<file path="src/hw/rtl/ncse_pkg.sv">
// Shared types and constants of the card-side subcarrier bit encoder.
// No dependencies; used by every module of the block.
package ncse_pkg;

    localparam int SLOT_W    = 16;
    localparam int BYTE_W    = 8;
    localparam int SHIFT_W   = BYTE_W + 1;   // data byte plus parity
    localparam int SHORT_W   = 3;
    localparam int CNT_W     = 4;

    localparam logic [SLOT_W-1:0] SLOTS_ONE  = 16'h0055;
    localparam logic [SLOT_W-1:0] SLOTS_ZERO = 16'h5500;

    // Results of a full byte: eight data bits and the parity bit.
    localparam logic [CNT_W-1:0] FULL_COUNT = 4'd9;

    // Sequencer commands to the bit shifter.
    typedef struct packed {
        logic load;
        logic shift;
    } shift_ctl_t;

    // What the sequencer emits toward the output register this cycle.
    typedef struct packed {
        logic emit;
        logic sof;
        logic last;
    } emit_info_t;

endpackage

</file>
<file path="src/hw/rtl/ncse_shifter.sv">
// Bit shifter of the subcarrier encoder: holds data byte and parity, LSB first.
// Depends on ncse_pkg.
module ncse_shifter (
    input  logic                  aclk,
    input  ncse_pkg::shift_ctl_t  ctl,
    input  logic [7:0]            data_byte,
    input  logic                  parity_bit,
    output logic                  cur_bit
);
    import ncse_pkg::*;

    logic [SHIFT_W-1:0] sh_reg;
    logic [SHIFT_W-1:0] sh_next;

    always_comb begin
        sh_next = sh_reg;
        if (ctl.load) begin
            sh_next = {parity_bit, data_byte};
        end else if (ctl.shift) begin
            sh_next = {1'b0, sh_reg[SHIFT_W-1:1]};
        end
    end

    always_ff @(posedge aclk) begin
        sh_reg <= sh_next;
    end

    assign cur_bit = sh_reg[0];

endmodule

</file>
<file path="src/hw/rtl/ncse_seq.sv">
// Sequencer of the subcarrier encoder: counts bit times and steps the shifter.
// Depends on ncse_pkg.
module ncse_seq (
    input  logic                  aclk,
    input  logic                  aresetn,
    input  logic                  in_valid,
    output logic                  in_ready,
    input  logic                  frame_start,
    input  logic [2:0]            short_bits,
    input  logic                  out_free,
    output ncse_pkg::shift_ctl_t  ctl,
    output ncse_pkg::emit_info_t  info
);
    import ncse_pkg::*;

    localparam logic ST_IDLE = 1'b0;
    localparam logic ST_RUN  = 1'b1;

    logic             state_reg, state_next;
    logic [CNT_W-1:0] cnt_reg, cnt_next;
    logic             sof_reg, sof_next;
    logic             accept;
    logic             emit;
    logic             last;

    assign in_ready = (state_reg == ST_IDLE);
    assign accept   = in_valid && in_ready;
    assign emit     = (state_reg == ST_RUN) && out_free;
    // The start-of-frame bit is never last: at least one data bit follows.
    assign last     = !sof_reg && (cnt_reg == CNT_W'(1));

    always_comb begin
        state_next = state_reg;
        cnt_next   = cnt_reg;
        sof_next   = sof_reg;
        case (state_reg)
            ST_IDLE: begin
                if (accept) begin
                    state_next = ST_RUN;
                    sof_next   = frame_start;
                    cnt_next   = (short_bits == '0) ? FULL_COUNT : CNT_W'(short_bits);
                end
            end
            ST_RUN: begin
                if (emit) begin
                    if (sof_reg) begin
                        sof_next = 1'b0;
                    end else begin
                        cnt_next = cnt_reg - CNT_W'(1);
                        if (last) begin
                            state_next = ST_IDLE;
                        end
                    end
                end
            end
            default: begin
                state_next = ST_IDLE;
            end
        endcase
    end

    always_ff @(posedge aclk) begin
        if (!aresetn) begin
            state_reg <= ST_IDLE;
            cnt_reg   <= '0;
            sof_reg   <= 1'b0;
        end else begin
            state_reg <= state_next;
            cnt_reg   <= cnt_next;
            sof_reg   <= sof_next;
        end
    end

    assign ctl.load  = accept;
    assign ctl.shift = emit && !sof_reg;
    assign info.emit = emit;
    assign info.sof  = sof_reg;
    assign info.last = last;

endmodule

</file>
<file path="src/hw/rtl/nfca_card_subcarrier_encoder.sv">
// Card-side ISO 14443-A subcarrier bit encoder, one bit time per result.
// An input transfer loads the shift register; results leave from an output register.
// Throughput: one result per cycle while the sink is ready; an item takes N results
// (short_bits, or 9 for a full byte, plus 1 with frame start), and a new input is
// taken only once the sequencer has stepped the shift register through the last one.
// Reset (aresetn low, synchronous) empties the output and returns to idle.
module nfca_card_subcarrier_encoder (
    input  logic        aclk,
    input  logic        aresetn,
    input  logic        s_tvalid,
    output logic        s_tready,
    input  logic [15:0] s_tdata,   // [7:0] data_byte, [8] parity_bit, [11:9] short_bits
    input  logic        s_tuser,   // [0] frame_start
    output logic        m_tvalid,
    input  logic        m_tready,
    output logic [15:0] m_tdata,   // [15:0] slot_levels
    output logic        m_tuser,   // [0] is_frame_start
    output logic        m_tlast
);
    import ncse_pkg::*;

    shift_ctl_t      ctl;
    emit_info_t      info;
    logic            cur_bit;
    logic            out_free;
    logic            m_valid_reg, m_valid_next;
    logic [SLOT_W-1:0] m_data_reg, m_data_next;
    logic            m_user_reg, m_user_next;
    logic            m_last_reg, m_last_next;

    assign out_free = !m_valid_reg || m_tready;

    ncse_seq u_seq (
        .aclk        (aclk),
        .aresetn     (aresetn),
        .in_valid    (s_tvalid),
        .in_ready    (s_tready),
        .frame_start (s_tuser),
        .short_bits  (s_tdata[11:9]),
        .out_free    (out_free),
        .ctl         (ctl),
        .info        (info)
    );

    ncse_shifter u_shifter (
        .aclk       (aclk),
        .ctl        (ctl),
        .data_byte  (s_tdata[7:0]),
        .parity_bit (s_tdata[8]),
        .cur_bit    (cur_bit)
    );

    always_comb begin
        m_valid_next = m_valid_reg;
        m_data_next  = m_data_reg;
        m_user_next  = m_user_reg;
        m_last_next  = m_last_reg;
        if (info.emit) begin
            m_valid_next = 1'b1;
            m_data_next  = (info.sof || cur_bit) ? SLOTS_ONE : SLOTS_ZERO;
            m_user_next  = info.sof;
            m_last_next  = info.last;
        end else if (m_tready) begin
            // drop the transfer just taken
            m_valid_next = 1'b0;
        end
    end

    always_ff @(posedge aclk) begin
        if (!aresetn) begin
            m_valid_reg <= 1'b0;
        end else begin
            m_valid_reg <= m_valid_next;
        end
    end

    always_ff @(posedge aclk) begin
        m_data_reg <= m_data_next;
        m_user_reg <= m_user_next;
        m_last_reg <= m_last_next;
    end

    assign m_tvalid = m_valid_reg;
    assign m_tdata  = m_data_reg;
    assign m_tuser  = m_user_reg;
    assign m_tlast  = m_last_reg;

endmodule

</file>
<file path="config.mk">
export PLATFORM = sky130hd
export DESIGN_NAME = nfca_card_subcarrier_encoder
export DESIGN_NICKNAME = d
export VERILOG_FILES = /design/src/hw/rtl/ncse_pkg.sv /design/src/hw/rtl/ncse_shifter.sv /design/src/hw/rtl/ncse_seq.sv /design/src/hw/rtl/nfca_card_subcarrier_encoder.sv
export SDC_FILE = /design/constraint.sdc
export NUM_CORES = 1
export LEC_CHECK = 0
export BUFFER_PORTS_ARGS = -buffer_cell sky130_fd_sc_hd__buf_4
export CORE_MARGIN = 2
export CORE_UTILIZATION = 25
export DETAILED_ROUTE_END_ITERATION = 16
export HOLD_SLACK_MARGIN = 0.08
export PLACE_DENSITY = 0.44
export RECOVER_POWER = 50
export REMOVE_ABC_BUFFERS = 1
export SYNTH_ARGS = -nofsm -noshare
export SYNTH_HDL_FRONTEND = slang
export SYNTH_SLANG_ARGS = --single-unit
</file>
<file path="constraint.sdc">
create_clock -name aclk -period 1.8 [get_ports aclk]
set_input_delay 0.45 -clock aclk [delete_from_list [all_inputs] [get_ports aclk]]
set_output_delay 0.45 -clock aclk [all_outputs]
set_load 0.005 [all_outputs]
</file>
==> impl_metrics.csv <==
group,metric,value,unit
run_status,status,"complete, no violations",
worst_setup_path,timing.rr.start,"u_seq.state_reg$_SDFF_PN0_",
power,ir_drop,0.266,mV
floorplanning,die_h,68.0,um
route,post_drt_wl_per_cell,10.8,um
yosys,synth_warnings,0,
timing,worstMarginPinSlew,0.502,ns
route,drtIter0Drc,11,
placed_design,place_congestion,0.725,
floorplanning,chipWidth,68.0,um
cts,cts_buffers,3,
timing,rsz0062_at_grt,"false",
final_layout,final_common_cell,"buf_4",
cts,max-clock-path-buffers,2,
worst_setup_path,reg2reg_slack,0.23,ns
worst_setup_path,cp.arrival,1.17,ns
placed_design,port_buffers,28,
yosys,avgSynthCellArea,11.4,sq um
power,p_sw,262,uW
grt,grt_pass1_vias,610,
placed_design,pre_cts_slack,0.0807,ns
final_layout,post-route-util,31.5,%
yosys,synth_xor_area_share,0,%
power,internal_power,827,uW
final_layout,fillers,442,
yosys,async_flop_share,0,%
timing,fin_ws,0.178,ns
yosys,synthAdderAreaFrac,2.44,%
grt,grt_first_pass_wirelength,2770,um
floorplanning,pin_count,41,
cts,cts.repair.resized,0,
cts,clkLatencyLatePin,0.25,ns
timing,hold_ws,0.480,ns
floorplanning,rows,23,
final_layout,regArea,531,sq um
timing,post-route-period-util,90.1,%
run,drv_cap,0,
worst_setup_path,start_kind,"flip-flop",
cts,cts_sinks,20,
floorplanning,dieArea,0.00462,sq mm
route,vias,650,
timing,slew_viol_final,0,
grt,grt_antenna_before_repair,0,
timing,finalSetupTns,0,ns
power,power_density,871,mW/mm^2
grt,overflow,0,
yosys,synthMuxAreaShare,8.80,%
grt,grt_usage,8.29,%
final_layout,antenna_cells,0,
yosys,synthCells,90,
worst_setup_path,cp_data_required_time,1.35,ns
final_layout,largest_reg_flops,9,
timing,fin_crit,1.62,ns
timing,finalClockSkew,0.00379,ns
power,p_seq_share,53.6,%
timing,finalHoldViolCount,0,
final_layout,nets,138,
timing,slew_headroom,66.1,%
yosys,ys_types,31,
cts,post-cts-setup-buffers,0,
route,final_antenna_net_count,0,
worst_setup_path,crit_start,"u_seq.state_reg$_SDFF_PN0_",
grt,grt_max_degree,14,
power,leakagePower,0.000507,uW
worst_hold_path,worstHoldStart,"u_seq.cnt_reg[1]$_SDFFE_PN0P_",
route,first_pass_iters,3,
power,combPwrFrac,19.3,%
floorplanning,start_util,25.8,%
yosys,synth_ff_type,"edfxtp_1",
final_layout,final_cell_mix,"buf_4 (19), edfxtp_1 (13), clkbuf_4 (9)",
cts,clkTransAtPathRegs,0.07,ns
route,routed_wl,1760,um
power,clockPowerShare,27.1,%
worst_setup_path,cp_max_fo,10,
worst_setup_path,critPathCaptureType,"primary output",
route,routed_via_density,3.96,
floorplanning,core,0.00397,sq mm
yosys,synth-edff-count,13,
worst_hold_path,hold_path_class,"flip-flop to flip-flop",
cts,cts_tree,"done",
final_layout,area_growth,22.1,%
yosys,synth_compound_area_share,11.2,%
worst_setup_path,worstSetupPathType,"flip-flop to primary output",
yosys,synthSimpleGateAreaFrac,10.9,%
route,drc,0,
yosys,ys_seq_elements,20,
yosys,netlist_area,0.00102,sq mm
cts,clockRootBuffer,"clkbuf_8",
cts,ctsHoldBuffers,0,
yosys,synth_top_family_by_area,"buffers and inverters",
final_layout,multiInputGateArea,372,sq um
placed_design,dpl.hpwl,1370,um
cts,cts.htree.levels,1,
yosys,yosysSeqAreaShare,51.8,%
timing,max_freq,617,MHz
timing,finalSetupViolCount,0,
power,swShare,24.0,%
final_layout,layout-drive-gt1-share,37.7,%
worst max-delay path: stages, from the launching register on:
cell and delay (ns):
dfxtp_1 0.54, inv_1 0.20, buf_4 0.18
routing by layer:
metal	vias to the layer above	track usage [%]	routed length, um
met2	25	12.3	775
met5	-	0	0
li1	337	-	-
met4	0	5.25	28
met1	286	10.8	840
met3	2	1.97	119
cell usage after synthesis (2+ instances only):
master,instances,area [sq um]
mux2_2,8,90.1
inv_1,6,22.5
and2_1,2,12.5
nor2_1,3,11.3
ha_1,2,25.0
o21a_1,2,15.0
a21boi_0,2,15.0
o211ai_1,2,15.0
edfxtp_1,13,390
dfxtp_1,7,140
a21oi_1,4,20.0
buf_4,14,105
nand2_1,7,26.3
power groups by stage:
stage | Combinational [uW] | Clock, uW | Sequential, uW
floorplan | 119 | 0 | 591
global placement | 216 | 0 | 594
detailed placement | 220 | 0 | 595
CTS | 221 | 310 | 585
global route | 239 | 336 | 592
finish | 211 | 295 | 584
path summary, 6_finish.rpt:
path	to	cells past startpoint
max	s_tready	2
min	u_seq.cnt_reg[1]$_SDFFE_PN0P_	2
max reg2reg	u_seq.cnt_reg[0]$_SDFFE_PN0P_	5
min reg2reg	u_seq.cnt_reg[1]$_SDFFE_PN0P_	2
cell families after synthesis:
logic type / Yosys count
AOI/OAI and AO/OA: 15
adders and majority gates: 2
buffers and inverters: 23
DFF: 20
muxes: 8
other: 1
and+or+nand+nor: 21
stage by stage:
step                      total power, uW  area, sq um  std cells
final                                1090         1250        164
after global routing                 1170         1250        164
after CTS                            1120         1260        164
after detailed placement              816         1210        160
after global placement                811         1210        160
after floorplan                       710          925         80
area by class of cell:
class | instances | share of cell area [%]
sequential | 20 | 42.4
multi-input combinational | 54 | 29.7
timing repair buffer | 30 | 17.4
tap | 50 | 5.01
clock buffer | 4 | 3.60
inverter | 6 | 1.80
Power figures use the tool's default switching activity.
